`config.mk`:
```
export PLATFORM = sky130hd
export DESIGN_NAME = bitmap_page_frame_allocator
export DESIGN_NICKNAME = d
export VERILOG_FILES = /design/src/sv/bpfa_pkg.sv /design/src/sv/bpfa_bitmap_ram.sv /design/src/sv/bpfa_scan_unit.sv /design/src/sv/bitmap_page_frame_allocator.sv
export SDC_FILE = /design/constraint.sdc
export NUM_CORES = 2
export LEC_CHECK = 0
export ABC_AREA = 0
export BUFFER_PORTS_ARGS = -buffer_cell sky130_fd_sc_hd__buf_2
export CORE_MARGIN = 3
export CORE_UTILIZATION = 55
export DETAILED_ROUTE_END_ITERATION = 8
export GPL_TIMING_DRIVEN = 0
export PLACE_DENSITY = 0.71
export RECOVER_POWER = 50
export SYNTH_ARGS = -nofsm -noshare
export SYNTH_HDL_FRONTEND = slang
export SYNTH_SLANG_ARGS = --single-unit
```
`constraint.sdc`:
```
create_clock -name clk_i -period 25.9 [get_ports clk_i]
set_clock_uncertainty 0.1 [all_clocks]
set_input_delay 5.18 -clock clk_i [delete_from_list [all_inputs] [get_ports clk_i]]
set_output_delay 5.18 -clock clk_i [all_outputs]
set_load 0.01 [all_outputs]
```
`src/sv/bpfa_pkg.sv`:
```
// bpfa_pkg: shared types and constants of the bitmap page frame allocator
// no dependencies; used by every other file of the block except bpfa_bitmap_ram
package bpfa_pkg;

  localparam int FRAME_SHIFT = 12;    // 4096-byte frames
  localparam int ADDR_FRAMES = 4096;  // frames a 24-bit address reaches
  localparam int FRAME_W     = 12;    // frame index width
  localparam int CNT_W       = 13;    // frame counts, limit, config register
  localparam int ADDR_W      = 24;    // byte address width

  typedef enum logic [1:0] {
    ACT_ALLOC = 2'd0,
    ACT_FREE  = 2'd1,
    ACT_MARK  = 2'd2
  } action_e;

  typedef enum logic [1:0] {
    STAT_DONE      = 2'd0,
    STAT_NONE_FREE = 2'd1,
    STAT_UNCHANGED = 2'd2,
    STAT_RANGE     = 2'd3
  } status_e;

  typedef enum logic [2:0] {
    ST_CLEAR,
    ST_IDLE,
    ST_SCAN,
    ST_DIV,
    ST_RMW,
    ST_DONE
  } ctrl_state_e;

endpackage

```
`src/sv/bpfa_bitmap_ram.sv`:
```
// bpfa_bitmap_ram: used-bit memory, one scan word per row
// one write port, one read port with registered read data; no package use
module bpfa_bitmap_ram #(
  parameter int WORDS  = 64,
  parameter int WORD_W = 64,
  parameter int AW     = 6
) (
  input  logic              clk_i,
  input  logic              we_i,
  input  logic [AW-1:0]     waddr_i,
  input  logic [WORD_W-1:0] wdata_i,
  input  logic              re_i,
  input  logic [AW-1:0]     raddr_i,
  output logic [WORD_W-1:0] rdata_o
);

  logic [WORD_W-1:0] mem [WORDS];
  logic [WORD_W-1:0] rdata_q;

  always_ff @(posedge clk_i) begin
    if (we_i) begin
      mem[waddr_i] <= wdata_i;
    end
  end

  always_ff @(posedge clk_i) begin
    if (re_i) begin
      rdata_q <= mem[raddr_i];
    end
  end

  assign rdata_o = rdata_q;

endmodule

```
`src/sv/bpfa_scan_unit.sv`:
```
// bpfa_scan_unit: find-first-clear over one bitmap word, bits past the limit masked
// uses bpfa_pkg for the count width
module bpfa_scan_unit #(
  parameter int WORD_W = 64,
  parameter int PW     = 6
) (
  input  logic [WORD_W-1:0]           word_i,
  input  logic [bpfa_pkg::CNT_W-1:0]  left_i,   // frames still in range from bit 0
  output logic                        found_o,
  output logic [PW-1:0]               pos_o
);

  logic [WORD_W-1:0] avail;

  always_comb begin
    for (int i = 0; i < WORD_W; i++) begin
      avail[i] = ~word_i[i] && (bpfa_pkg::CNT_W'(i) < left_i);
    end
  end

  // lowest clear bit wins
  always_comb begin
    pos_o = '0;
    for (int i = WORD_W - 1; i >= 0; i--) begin
      if (avail[i]) begin
        pos_o = PW'(i);
      end
    end
  end

  assign found_o = |avail;

endmodule

```
`src/sv/bitmap_page_frame_allocator.sv`:
```
// bitmap_page_frame_allocator: first-fit page frame allocator over a used-bit bitmap
// allocate scans k words, k from 1 to ceil(limit/SCAN_WORD_BITS) (64 at default), and
//   writes the word with the hit; free and mark read and write one word, none out of range;
//   one item at a time: the next is taken once the result is in the output register
// reset: a clearing pass writes all ceil(min(MAX_PAGES, 4096)/SCAN_WORD_BITS) words (64 at
//   default) of the bitmap with frame 0 reserved; no item is taken meanwhile
module bitmap_page_frame_allocator #(
  parameter int MAX_PAGES      = 4096,
  parameter int SCAN_WORD_BITS = 64
) (
  input  logic                          clk_i,
  input  logic                          rst_ni,
  // configuration
  input  logic                          cfg_we_i,
  input  logic [bpfa_pkg::CNT_W-1:0]    cfg_wdata_i,
  // request channel
  input  logic                          in_valid_i,
  output logic                          in_stall_o,
  input  logic [1:0]                    action_i,
  input  logic [bpfa_pkg::ADDR_W-1:0]   frame_address_i,
  // result channel
  output logic                          out_valid_o,
  input  logic                          out_stall_i,
  output logic [bpfa_pkg::ADDR_W-1:0]   result_address_o,
  output logic [1:0]                    status_o,
  output logic [bpfa_pkg::CNT_W-1:0]    free_pages_o,
  output logic [bpfa_pkg::CNT_W-1:0]    used_pages_o
);

  // frames actually reachable: the bitmap never holds more than an address reaches
  localparam int NFRAMES = (MAX_PAGES < bpfa_pkg::ADDR_FRAMES) ? MAX_PAGES
                                                                : bpfa_pkg::ADDR_FRAMES;
  localparam int WORD_W  = SCAN_WORD_BITS;
  localparam int WORDS   = (NFRAMES + WORD_W - 1) / WORD_W;
  localparam int AW      = (WORDS > 1) ? $clog2(WORDS) : 1;
  localparam int PW      = (WORD_W > 1) ? $clog2(WORD_W) : 1;
  // frame / WORD_W as a reciprocal multiply, exact for every 12-bit frame index
  localparam int DIV_L   = $clog2(WORD_W);
  localparam int DIV_SH  = bpfa_pkg::FRAME_W + DIV_L;
  localparam int DIV_M   = ((1 << DIV_SH) + WORD_W - 1) / WORD_W;
  localparam int PROD_W  = bpfa_pkg::FRAME_W + bpfa_pkg::CNT_W + 1;

  localparam logic [bpfa_pkg::CNT_W-1:0] NFRAMES_C = bpfa_pkg::CNT_W'(NFRAMES);
  localparam logic [bpfa_pkg::CNT_W-1:0] WORD_W_C  = bpfa_pkg::CNT_W'(WORD_W);
  localparam logic [AW-1:0]              LAST_WORD = AW'(WORDS - 1);

  // state
  bpfa_pkg::ctrl_state_e state_q, state_d;

  logic [bpfa_pkg::CNT_W-1:0]  total_q;
  logic [bpfa_pkg::CNT_W-1:0]  used_q, used_d;
  logic [AW-1:0]               clr_q, clr_d;
  logic [AW-1:0]               wa_q, wa_d;        // word being worked on
  logic [bpfa_pkg::CNT_W-1:0]  base_q, base_d;    // first frame of that word while scanning
  logic [1:0]                  act_q, act_d;
  logic [bpfa_pkg::FRAME_W-1:0] frame_q, frame_d;
  logic [bpfa_pkg::ADDR_W-1:0] res_addr_q, res_addr_d;
  logic [1:0]                  res_stat_q, res_stat_d;

  logic                        out_valid_q;
  logic [bpfa_pkg::ADDR_W-1:0] out_addr_q;
  logic [1:0]                  out_stat_q;
  logic [bpfa_pkg::CNT_W-1:0]  out_free_q, out_used_q;

  // bitmap ports
  logic              mem_we, mem_re;
  logic [AW-1:0]     mem_waddr, mem_raddr;
  logic [WORD_W-1:0] mem_wdata, mem_rdata;

  // datapath
  logic [bpfa_pkg::CNT_W-1:0]  lim;
  logic [bpfa_pkg::CNT_W-1:0]  left;
  logic [bpfa_pkg::CNT_W:0]    base_next;
  logic                        scan_found;
  logic [PW-1:0]               scan_pos;
  logic [bpfa_pkg::CNT_W-1:0]  hit_frame;
  logic [PROD_W-1:0]           div_prod;
  logic [AW-1:0]               div_q;
  logic [bpfa_pkg::CNT_W-1:0]  word_first;
  logic [bpfa_pkg::CNT_W-1:0]  rem_full;
  logic [PW-1:0]               rem;
  logic                        want;
  logic                        out_free_slot;
  logic                        out_load;
  logic [bpfa_pkg::CNT_W-1:0]  free_cnt;

  // effective limit: the register clipped to the frames the bitmap holds
  assign lim = (total_q > NFRAMES_C) ? NFRAMES_C : total_q;

  // scan unit inputs: frames of the current word still below the limit
  assign left      = (lim > base_q) ? (lim - base_q) : '0;
  assign base_next = {1'b0, base_q} + {1'b0, WORD_W_C};
  assign hit_frame = base_q + bpfa_pkg::CNT_W'(scan_pos);

  bpfa_scan_unit #(
    .WORD_W (WORD_W),
    .PW     (PW)
  ) u_scan (
    .word_i  (mem_rdata),
    .left_i  (left),
    .found_o (scan_found),
    .pos_o   (scan_pos)
  );

  // word index of the requested frame, then the bit within the word
  assign div_prod   = PROD_W'(frame_q) * PROD_W'(DIV_M);
  assign div_q      = AW'(div_prod >> DIV_SH);
  assign word_first = bpfa_pkg::CNT_W'(wa_q) * WORD_W_C;
  assign rem_full   = bpfa_pkg::CNT_W'(frame_q) - word_first;
  assign rem        = rem_full[PW-1:0];
  assign want       = (act_q == bpfa_pkg::ACT_MARK);

  assign out_free_slot = !out_valid_q || !out_stall_i;
  assign free_cnt      = (lim > used_q) ? (lim - used_q) : '0;

  bpfa_bitmap_ram #(
    .WORDS  (WORDS),
    .WORD_W (WORD_W),
    .AW     (AW)
  ) u_ram (
    .clk_i   (clk_i),
    .we_i    (mem_we),
    .waddr_i (mem_waddr),
    .wdata_i (mem_wdata),
    .re_i    (mem_re),
    .raddr_i (mem_raddr),
    .rdata_o (mem_rdata)
  );

  // sequencer
  always_comb begin
    state_d    = state_q;
    used_d     = used_q;
    clr_d      = clr_q;
    wa_d       = wa_q;
    base_d     = base_q;
    act_d      = act_q;
    frame_d    = frame_q;
    res_addr_d = res_addr_q;
    res_stat_d = res_stat_q;
    mem_we     = 1'b0;
    mem_waddr  = wa_q;
    mem_wdata  = mem_rdata;
    mem_re     = 1'b0;
    mem_raddr  = '0;
    out_load   = 1'b0;
    in_stall_o = 1'b1;

    unique case (state_q)
      bpfa_pkg::ST_CLEAR: begin
        // sweep the bitmap once, frame 0 comes up reserved
        mem_we    = 1'b1;
        mem_waddr = clr_q;
        mem_wdata = '0;
        if (clr_q == '0) begin
          mem_wdata[0] = 1'b1;
        end
        clr_d = clr_q + AW'(1);
        if (clr_q == LAST_WORD) begin
          state_d = bpfa_pkg::ST_IDLE;
        end
      end

      bpfa_pkg::ST_IDLE: begin
        in_stall_o = 1'b0;
        if (in_valid_i) begin
          act_d      = action_i;
          frame_d    = frame_address_i[bpfa_pkg::ADDR_W-1:bpfa_pkg::FRAME_SHIFT];
          res_addr_d = '0;
          unique case (action_i)
            bpfa_pkg::ACT_ALLOC: begin
              mem_re    = 1'b1;
              mem_raddr = '0;
              wa_d      = '0;
              base_d    = '0;
              state_d   = bpfa_pkg::ST_SCAN;
            end
            bpfa_pkg::ACT_FREE,
            bpfa_pkg::ACT_MARK: begin
              state_d = bpfa_pkg::ST_DIV;
            end
            default: begin
              res_stat_d = bpfa_pkg::STAT_UNCHANGED;
              state_d    = bpfa_pkg::ST_DONE;
            end
          endcase
        end
      end

      bpfa_pkg::ST_SCAN: begin
        if (scan_found) begin
          mem_we     = 1'b1;
          mem_wdata  = mem_rdata | (WORD_W'(1) << scan_pos);
          used_d     = used_q + bpfa_pkg::CNT_W'(1);
          res_addr_d = {hit_frame[bpfa_pkg::FRAME_W-1:0], {bpfa_pkg::FRAME_SHIFT{1'b0}}};
          res_stat_d = bpfa_pkg::STAT_DONE;
          state_d    = bpfa_pkg::ST_DONE;
        end else if (base_next >= {1'b0, lim}) begin
          res_stat_d = bpfa_pkg::STAT_NONE_FREE;
          state_d    = bpfa_pkg::ST_DONE;
        end else begin
          mem_re    = 1'b1;
          mem_raddr = wa_q + AW'(1);
          wa_d      = wa_q + AW'(1);
          base_d    = base_next[bpfa_pkg::CNT_W-1:0];
        end
      end

      bpfa_pkg::ST_DIV: begin
        if (bpfa_pkg::CNT_W'(frame_q) >= lim) begin
          res_stat_d = bpfa_pkg::STAT_RANGE;
          state_d    = bpfa_pkg::ST_DONE;
        end else begin
          mem_re    = 1'b1;
          mem_raddr = div_q;
          wa_d      = div_q;
          state_d   = bpfa_pkg::ST_RMW;
        end
      end

      bpfa_pkg::ST_RMW: begin
        if (mem_rdata[rem] == want) begin
          res_stat_d = bpfa_pkg::STAT_UNCHANGED;
        end else begin
          mem_we         = 1'b1;
          mem_wdata[rem] = want;
          used_d         = want ? (used_q + bpfa_pkg::CNT_W'(1))
                                : (used_q - bpfa_pkg::CNT_W'(1));
          res_stat_d     = bpfa_pkg::STAT_DONE;
        end
        state_d = bpfa_pkg::ST_DONE;
      end

      bpfa_pkg::ST_DONE: begin
        // hand the result to the output register once it has room
        if (out_free_slot) begin
          out_load = 1'b1;
          state_d  = bpfa_pkg::ST_IDLE;
        end
      end

      default: begin
        state_d = bpfa_pkg::ST_IDLE;
      end
    endcase
  end

  always_ff @(posedge clk_i or negedge rst_ni) begin
    if (!rst_ni) begin
      state_q <= bpfa_pkg::ST_CLEAR;
      clr_q   <= '0;
      used_q  <= bpfa_pkg::CNT_W'(1);
      total_q <= bpfa_pkg::CNT_W'(bpfa_pkg::ADDR_FRAMES);
    end else begin
      state_q <= state_d;
      clr_q   <= clr_d;
      used_q  <= used_d;
      if (cfg_we_i) begin
        total_q <= cfg_wdata_i;
      end
    end
  end

  // working registers, no reset needed
  always_ff @(posedge clk_i) begin
    wa_q       <= wa_d;
    base_q     <= base_d;
    act_q      <= act_d;
    frame_q    <= frame_d;
    res_addr_q <= res_addr_d;
    res_stat_q <= res_stat_d;
  end

  // output register: holds a finished result until its transfer
  always_ff @(posedge clk_i or negedge rst_ni) begin
    if (!rst_ni) begin
      out_valid_q <= 1'b0;
    end else if (out_load) begin
      out_valid_q <= 1'b1;
    end else if (!out_stall_i) begin
      out_valid_q <= 1'b0;
    end
  end

  always_ff @(posedge clk_i) begin
    if (out_load) begin
      out_addr_q <= res_addr_q;
      out_stat_q <= res_stat_q;
      out_free_q <= free_cnt;
      out_used_q <= used_q;
    end
  end

  assign out_valid_o      = out_valid_q;
  assign result_address_o = out_addr_q;
  assign status_o         = out_stat_q;
  assign free_pages_o     = out_free_q;
  assign used_pages_o     = out_used_q;

endmodule

```
=== Word level (Yosys, flattened, before mapping) ===
Memory sizes are Yosys's and may differ from the RTL's. A register that Yosys moved wholly into a read port is not among the register bits.
Index checks and enable logic that the tools add are counted.

* Bits in read-only memories: 0
* Latch bits: 0
* Bits in writable memories: 4096
* Output and inout port bits: 54
* Flip-flop bits (word level): 147
* Memories: 1

{| class="wikitable"
|+ Memories
! name !! words !! width !! read ports !! clocked after Yosys merged registers in !! write ports !! RTL line !! text
|-
| u_ram.mem || 64 || 64 || 1 || 1 || 1 || bpfa_bitmap_ram.sv:17 || <nowiki>logic [WORD_W-1:0] mem [WORDS];</nowiki>
|}

* Mux-type cells: 129
* Add/sub/neg operators: 9
* Shifts and indexed selects: 1
* Div/mod/pow operators: 0
* Bitwise logic cells: 65
* Magnitude comparators: 71
* Eq/ne operators: 23
* Reductions and logical operators: 85
* $mul: 0

{| class="wikitable"
|+ Operator list
! cell !! count
|-
| $mux W6 || 73
|-
| $lt A6 B13 Y1 const A || 32
|-
| $lt A5 B13 Y1 const A || 16
|-
| $pmux W64 S3 || 1
|-
| $mux W64 || 2
|-
| $mux W13 || 9
|-
| $lt A4 B13 Y1 const A || 8
|-
| $logic_and A1 B1 Y1 || 65
|-
| $bwmux W64 || 1
|-
| $not A1 Y1 || 64
|-
| $or A64 B64 Y64 || 1
|-
| $reduce_or A64 Y1 || 1
|-
| $shl A1 B6 Y64 const A || 1
|-
| $lt A3 B13 Y1 const A || 4
|-
| $pmux W13 S2 || 2
|-
| $mux W24 || 2
|-
| $pmux W24 S2 || 1
|-
| $gt A13 B13 Y1 || 2
|-
| $lt A1 B13 Y1 const A || 2
|-
| $lt A2 B13 Y1 const A || 2
|-
| $sub A13 B13 Y13 || 2
|-
| $ne A2 B2 Y1 const B || 11
|-
| $mux W1 || 18
|-
| $pmux W3 S6 || 1
|-
| other kinds (44) || 62
|}

=== Logic depth before layout (Yosys ltp) ===
* Depth in word-level cells: 74
* Mapped depth: 26

=== Cells and area by module ===
Synthesis repeated with hierarchy kept, for this count alone.

* Cell total of the unflattened synthesis: 7966
* Area, all modules: 168044.9 µm²

{| class="wikitable"
|+ Modules (own cells, without submodules)
! module !! cells an instance !! area an instance (µm²) !! times used
|-
| bpfa_bitmap_ram || 6598 || 156971.8 || 1
|-
| bitmap_page_frame_allocator || 995 || 8795.9 || 1
|-
| bpfa_scan_unit || 373 || 2277.2 || 1
|}

=== Worst setup path before layout ===
Ideal clock, no wire load.

* Path type: flip-flop to flip-flop
* Start point: register total_q[12] (netlist name)
* End point: memory u_ram.mem[0][15], data pin
* Setup slack: 17102 ps
* Arrival time: 7793 ps
* Required time: 24895 ps
* Cell stages (with the launch flop): 20
* Cell sequence: dfstp_2 -> inv_2 -> clkbuf_1 -> clkbuf_1 -> nand2_1 -> inv_1 -> ha_1 -> nand3_1 -> clkbuf_1 -> buf_2 -> o221ai_1 -> nand2_1 -> clkbuf_1 -> clkbuf_1 -> a21oi_1 -> o21ai_0 -> a21oi_1 -> o221ai_1 -> nand3_1 -> o41ai_1

* Word-level cells in the longest chain between the ends: 74

{| class="wikitable"
|+ RTL lines
! element !! RTL line !! text
|-
| start: declaration || bitmap_page_frame_allocator.sv:50 || <nowiki>logic [bpfa_pkg::CNT_W-1:0] total_q;</nowiki>
|-
| start signal: assignment || bitmap_page_frame_allocator.sv:253 || <nowiki>total_q <= bpfa_pkg::CNT_W'(bpfa_pkg::ADDR_FRAMES);</nowiki>
|-
| start signal: assignment || bitmap_page_frame_allocator.sv:259 || <nowiki>total_q <= cfg_wdata_i;</nowiki>
|-
| $gt A13 B13 Y1 || bitmap_page_frame_allocator.sv:88 || <nowiki>assign lim = (total_q > NFRAMES_C) ? NFRAMES_C : total_q;</nowiki>
|-
| $mux W13 (*) || bitmap_page_frame_allocator.sv:88 ||
|-
| $sub A13 B13 Y13 / $gt A13 B13 Y1 (equally long branches) || bitmap_page_frame_allocator.sv:91 || <nowiki>assign left = (lim > base_q) ? (lim - base_q) : '0;</nowiki>
|-
| $mux W13 (*) || bitmap_page_frame_allocator.sv:91 ||
|-
| $lt A6 B13 Y1 || bpfa_scan_unit.sv:17 || <nowiki>avail[i] = ~word_i[i] && (bpfa_pkg::CNT_W'(i) < left_i);</nowiki>
|-
| $logic_and A1 B1 Y1 || bpfa_scan_unit.sv:17 ||
|-
| $mux W6 (64 in series) || bpfa_scan_unit.sv:25 || <nowiki>if (avail[i]) begin</nowiki>
|-
| $shl A1 B6 Y64 || bitmap_page_frame_allocator.sv:193 || <nowiki>mem_wdata = mem_rdata | (WORD_W'(1) << scan_pos);</nowiki>
|-
| $or A64 B64 Y64 || bitmap_page_frame_allocator.sv:193 ||
|-
| $mux W64 (*) || bitmap_page_frame_allocator.sv:191 || <nowiki>if (scan_found) begin</nowiki>
|-
| $pmux W64 S3 (*) || bitmap_page_frame_allocator.sv:149 || <nowiki>unique case (state_q)</nowiki>
|-
| net mem_wdata[15] || bitmap_page_frame_allocator.sv:68 || <nowiki>logic [WORD_W-1:0] mem_wdata, mem_rdata;</nowiki>
|-
| end: declaration || bpfa_bitmap_ram.sv:17 ||
|}

Mark *: on every way through the listed nets, which the timed path passes. The rest lies on a longest branch.

=== Worst setup path after layout ===
* Start point: register total_q[12] (netlist name)
* End point: memory u_ram.mem[32][17], data pin

The elaborated chain is that of the path after synthesis.

==> results.md <==
* Run status: finished, violations left
* Failing checks: max-capacitance violations, max-slew violations
* Capturing point of the worst reg2reg path: u_ram.mem[32][17]$_DFFE_PP_
* Via count of the first global-routing pass at 103000
* Worst slew margin relative to its limit at -1.89
* Remaining number of nets flagged by the antenna check after routing at 0
* Number of antenna violations at the first check in global routing at 69
* Number of standard cells after synthesis at 11100
* Routed met3 length at 73500 um
* Die Footprint at 317000 sq um
* Post CTS Setup Buffer Count at 0
* First-pass iteration count of the detailed router at 9
* Cell variety after synth at 94
* Die extent in x at 563 um
* Hold path start: res_addr_q[22]$_SDFFCE_PN0P_
* EDFF count, synth at 4241
* DR vias/cell at 6.59
* Data arrival, critical path at 14.31 ns
* Starting DRC count in detailed routing at 17300
* Final setup violation count at 0
* Transition time at the pin with the least slew margin at 4.33 ns
* Worst Hold End: result_address_o[22]$_DFFE_PP_
* Fill cell instance count of the final layout at 21900
* Part of the cycle the worst path needs at 0.538
* Worst-skew pair later-pin latency at 1.00 ns
* Post-route DRC violation count at 0
* Length of routed met2 wiring at 250000 um
* Final hold violation count at 0
* Required arrival time at the worst endpoint at 26.26 ns
* Port-buffer cells at 72
* Max-cap viol count at 133
* Synthesized area at 171000 sq um
* Delay of the slowest cell on the worst path at 2.73 ns
* H-tree depth at 5
* Clock Root Buffer: sky130_fd_sc_hd__clkbuf_16
* Setup repair after global routing missed its margin: false
* Max frequency at 71.7 MHz
* Static Leakage at 0.0620 uW
* Ordered cell list for the critical path: inv_1 -> clkbuf_1 -> clkbuf_1 -> nand2_1 -> inv_1 -> ha_1 -> nand3_1 -> clkbuf_1 -> clkbuf_1 -> o221ai_1 -> nand2_1 -> clkbuf_1 -> clkbuf_1 -> a21oi_1 -> o21ai_0 -> a21oi_1 -> o221ai_1 -> a31oi_1 -> nand2_1 -> o21ai_0 -> clkbuf_1 -> clkbuf_1
* Type of element capturing the critical path: flop
* Highest metal layer used by the detailed router: met5
* Setup TNS at 0 ns
* Clock sink total at 4277
* CP Launch Type: flop
* Total I/O pin count at 98
* Worst reg2reg path depth at 22
* # nets final at 12000
* FFs w/ async S/R, synth at 0.00842
* Via count at 108000
* Startpoint of the most critical register-to-register path: total_q[12]$_DFFE_PN1P_
* Maximum number of pins on one net before global-route repair at 65
* Hold_ws at 0.319 ns
* Placed wire-length estimate at 407000 um
* Class of the tightest hold or removal check: reg2reg
* Most used flip-flop cell after synthesis: sky130_fd_sc_hd__edfxtp_1
* Number of buffers created by CTS at 423
* GP Congestion at 0.983
* Worst-path cell with the longest stage delay: sky130_fd_sc_hd__o21ai_0
* Worst Hold Depth at 0
* Reg2Reg Setup Slack at 11.95 ns
* Register clock-pin slew on the reported worst setup and hold paths at 0.06 ns
* Number of rows created at floorplan at 203
* Clock Tree Buf Depth at 4
* Proportion of layout cells with a drive suffix above 1 at 0.115
* Overall track demand over capacity in global routing at 0.357
* Total routed wirelength at 577000 um
* Power Density at 101 nW/um^2
* Peak supply drop at 70.7 uV
* Crit-path max FO at 32
* Resized cells post-CTS at 0
* Initial core utilization at 0.555
* Flip-flop and latch count after synthesis at 4277
* Hold buffers post-CTS at 0
* Layout overhead on the synthesized area at 13.8%
* Global-route wire length before repair at 789000 um
* Sequential area share after synthesis at 0.752
* Tmin final at 13.95 ns
* Warnings from Yosys at 0
* Routed length on met1 at 209000 um
* Height of the die at 563 um
* Gr ovfl total at 0
* Routed wirelength normalized by instance count at 35.1 um
* Pins over their slew limit at 3438
* Synth Area per Inst at 15.3 sq um
* Cell type with the highest occurrence count on the critical path: sky130_fd_sc_hd__clkbuf_1
* Core region area at 307000 sq um
* TritonCTS clock tree: built
* Start-to-end type of the worst setup path: reg2reg
-- placed cells by master (no fill, tap or decap), types with 25 or more instances in the layout --
cell / synthesis / final
sky130_fd_sc_hd__clkbuf_1: 303 / 569
sky130_fd_sc_hd__diode_2: 0 / 46
sky130_fd_sc_hd__inv_1: 58 / 59
sky130_fd_sc_hd__o41ai_2: 50 / 117
sky130_fd_sc_hd__o22ai_1: 595 / 593
sky130_fd_sc_hd__buf_1: 50 / 48
sky130_fd_sc_hd__nand4_1: 138 / 138
sky130_fd_sc_hd__buf_16: 0 / 25
sky130_fd_sc_hd__nor3_1: 36 / 34
sky130_fd_sc_hd__nand2_1: 1799 / 1799
sky130_fd_sc_hd__clkbuf_16: 0 / 425
sky130_fd_sc_hd__o41ai_1: 136 / 69
sky130_fd_sc_hd__buf_4: 50 / 88
sky130_fd_sc_hd__a21boi_0: 32 / 32
sky130_fd_sc_hd__or4_1: 74 / 74
sky130_fd_sc_hd__a21oi_1: 734 / 732
sky130_fd_sc_hd__o221a_2: 60 / 60
sky130_fd_sc_hd__buf_2: 276 / 303
sky130_fd_sc_hd__dfrtp_1: 34 / 34
sky130_fd_sc_hd__nand2b_1: 27 / 27
sky130_fd_sc_hd__edfxtp_1: 4241 / 4241
sky130_fd_sc_hd__xnor2_1: 26 / 26
sky130_fd_sc_hd__ha_1: 45 / 45
sky130_fd_sc_hd__clkinv_1: 2 / 107
sky130_fd_sc_hd__o21ai_0: 122 / 122
sky130_fd_sc_hd__clkinv_2: 0 / 76
sky130_fd_sc_hd__nand3_1: 173 / 173
sky130_fd_sc_hd__buf_12: 0 / 102
sky130_fd_sc_hd__nor2_1: 324 / 299
sky130_fd_sc_hd__a32oi_1: 70 / 70
sky130_fd_sc_hd__a31oi_1: 28 / 28
sky130_fd_sc_hd__bufinv_16: 0 / 35
sky130_fd_sc_hd__mux2i_1: 1231 / 1231
-- worst max-delay path: cells and delay by family (launching register included) --
kind | cells | cell delay [ns]
buffers and inverters | 10 | 5.04
DFF | 1 | 0.89
adders and majority gates | 1 | 0.33
and+or+nand+nor | 4 | 1.47
AOI/OAI and AO/OA | 7 | 5.55
-- kinds of logic (layout without fill, tap and decap cells) --
kind of cell / after synthesis / in the layout / share of synthesized area
mux: 1257 / 1257 / 0.0743
xor+xnor: 33 / 33 / 0.00169
other cells: 1 / 58 / 0.0000220
simple gates: 2708 / 2708 / 0.0678
buf+inv: 754 / 1906 / 0.0202
fa+ha+maj: 46 / 46 / 0.00342
flops: 4277 / 4277 / 0.752
compound gates: 2064 / 2064 / 0.0809
-- synth_stat cells, types with 58 or more instances --
library cell               count  share of area
sky130_fd_sc_hd__a32oi_1      70         0.0036
sky130_fd_sc_hd__inv_1        58         0.0013
sky130_fd_sc_hd__nand4_1     138         0.0051
sky130_fd_sc_hd__o21ai_0     122         0.0036
sky130_fd_sc_hd__o221a_2      60         0.0040
sky130_fd_sc_hd__a21oi_1     734          0.022
sky130_fd_sc_hd__o41ai_1     136         0.0070
sky130_fd_sc_hd__mux2i_1    1231          0.072
sky130_fd_sc_hd__clkbuf_1    303         0.0067
sky130_fd_sc_hd__nand2_1    1799          0.040
sky130_fd_sc_hd__or4_1        74         0.0033
sky130_fd_sc_hd__edfxtp_1   4241           0.75
sky130_fd_sc_hd__nor2_1      324         0.0071
sky130_fd_sc_hd__buf_2       276         0.0081
sky130_fd_sc_hd__nand3_1     173         0.0051
sky130_fd_sc_hd__o22ai_1     595          0.022
-- report_power, final --
part           switching, uW  internal (uW)  leakage [uW]
Combinational           3570            987        0.0164
Clock                   2620           3380       0.00659
Sequential               174           8960        0.0389
Total                   6370          13300        0.0620
-- final cells by class --
| cell class | instances | area [sq um] | share of cell area |
|---|---|---|---|
| tap | 4100 | 5130 | 0.0264 |
| timing repair buffer | 374 | 3920 | 0.0202 |
| sequential | 4277 | 128000 | 0.661 |
| multi-input combinational | 6120 | 39800 | 0.205 |
| clock buffer | 521 | 11000 | 0.0567 |
| clock inverter | 257 | 2470 | 0.0127 |
| inverter | 63 | 236 | 0.00122 |
| antenna | 46 | 115 | 0.000593 |
| buffer | 691 | 3220 | 0.0166 |
-- stage by stage --
stage	std cells	instance area, sq um	worst slack [ns]	total power (uW)	util
3_5_place_dp	15600	183000	15.03	13900	0.596
5_1_grt	16400	194000	11.80	20100	0.631
3_3_place_gp	15300	176000	6.17	13500	0.573
6_report	16400	194000	11.95	19700	0.632
2_1_floorplan	11200	171000	17.10	11300	-
4_1_cts	16400	197000	14.91	19800	0.640
-- routing by layer --
layer | vias to the layer above | GRT usage
met4 | 12 | 0.219
met3 | 1460 | 0.100
met1 | 54400 | 0.476
met2 | 7616 | 0.523
met5 | - | 0.000602
li1 | 45000 | -
-- sequential cells by signal, indices dropped and copies added (netlist names) --
signal            cells
frame_q              12
result_address_o     12
u_ram.mem          4096
u_ram.rdata_o        64
wa_q                  6
used_pages_o         13
status_o              2
state_q               3
total_q              13
out_valid_o           1
free_pages_o         13
clr_q                 6
base_q                7
res_stat_q            2
act_q                 2
used_q               13
res_addr_q           12
-- worst max-delay path by stage --
stage	end	startpoint	depth (start not counted)
4_1_cts	u_ram.rdata_o[3]$_DFFE_PP_	total_q[12]$_DFFE_PN1P_	21
3_3_place_gp	u_ram.mem[48][15]$_DFFE_PP_	total_q[12]$_DFFE_PN1P_	19
5_1_grt	u_ram.mem[32][17]$_DFFE_PP_	total_q[12]$_DFFE_PN1P_	21
6_report	u_ram.mem[32][17]$_DFFE_PP_	total_q[12]$_DFFE_PN1P_	22
3_5_place_dp	u_ram.rdata_o[3]$_DFFE_PP_	total_q[12]$_DFFE_PN1P_	21
2_1_floorplan	u_ram.mem[0][15]$_DFFE_PP_	total_q[12]$_DFFE_PN1P_	19
Note: power is estimated with default switching activity, not from simulation.
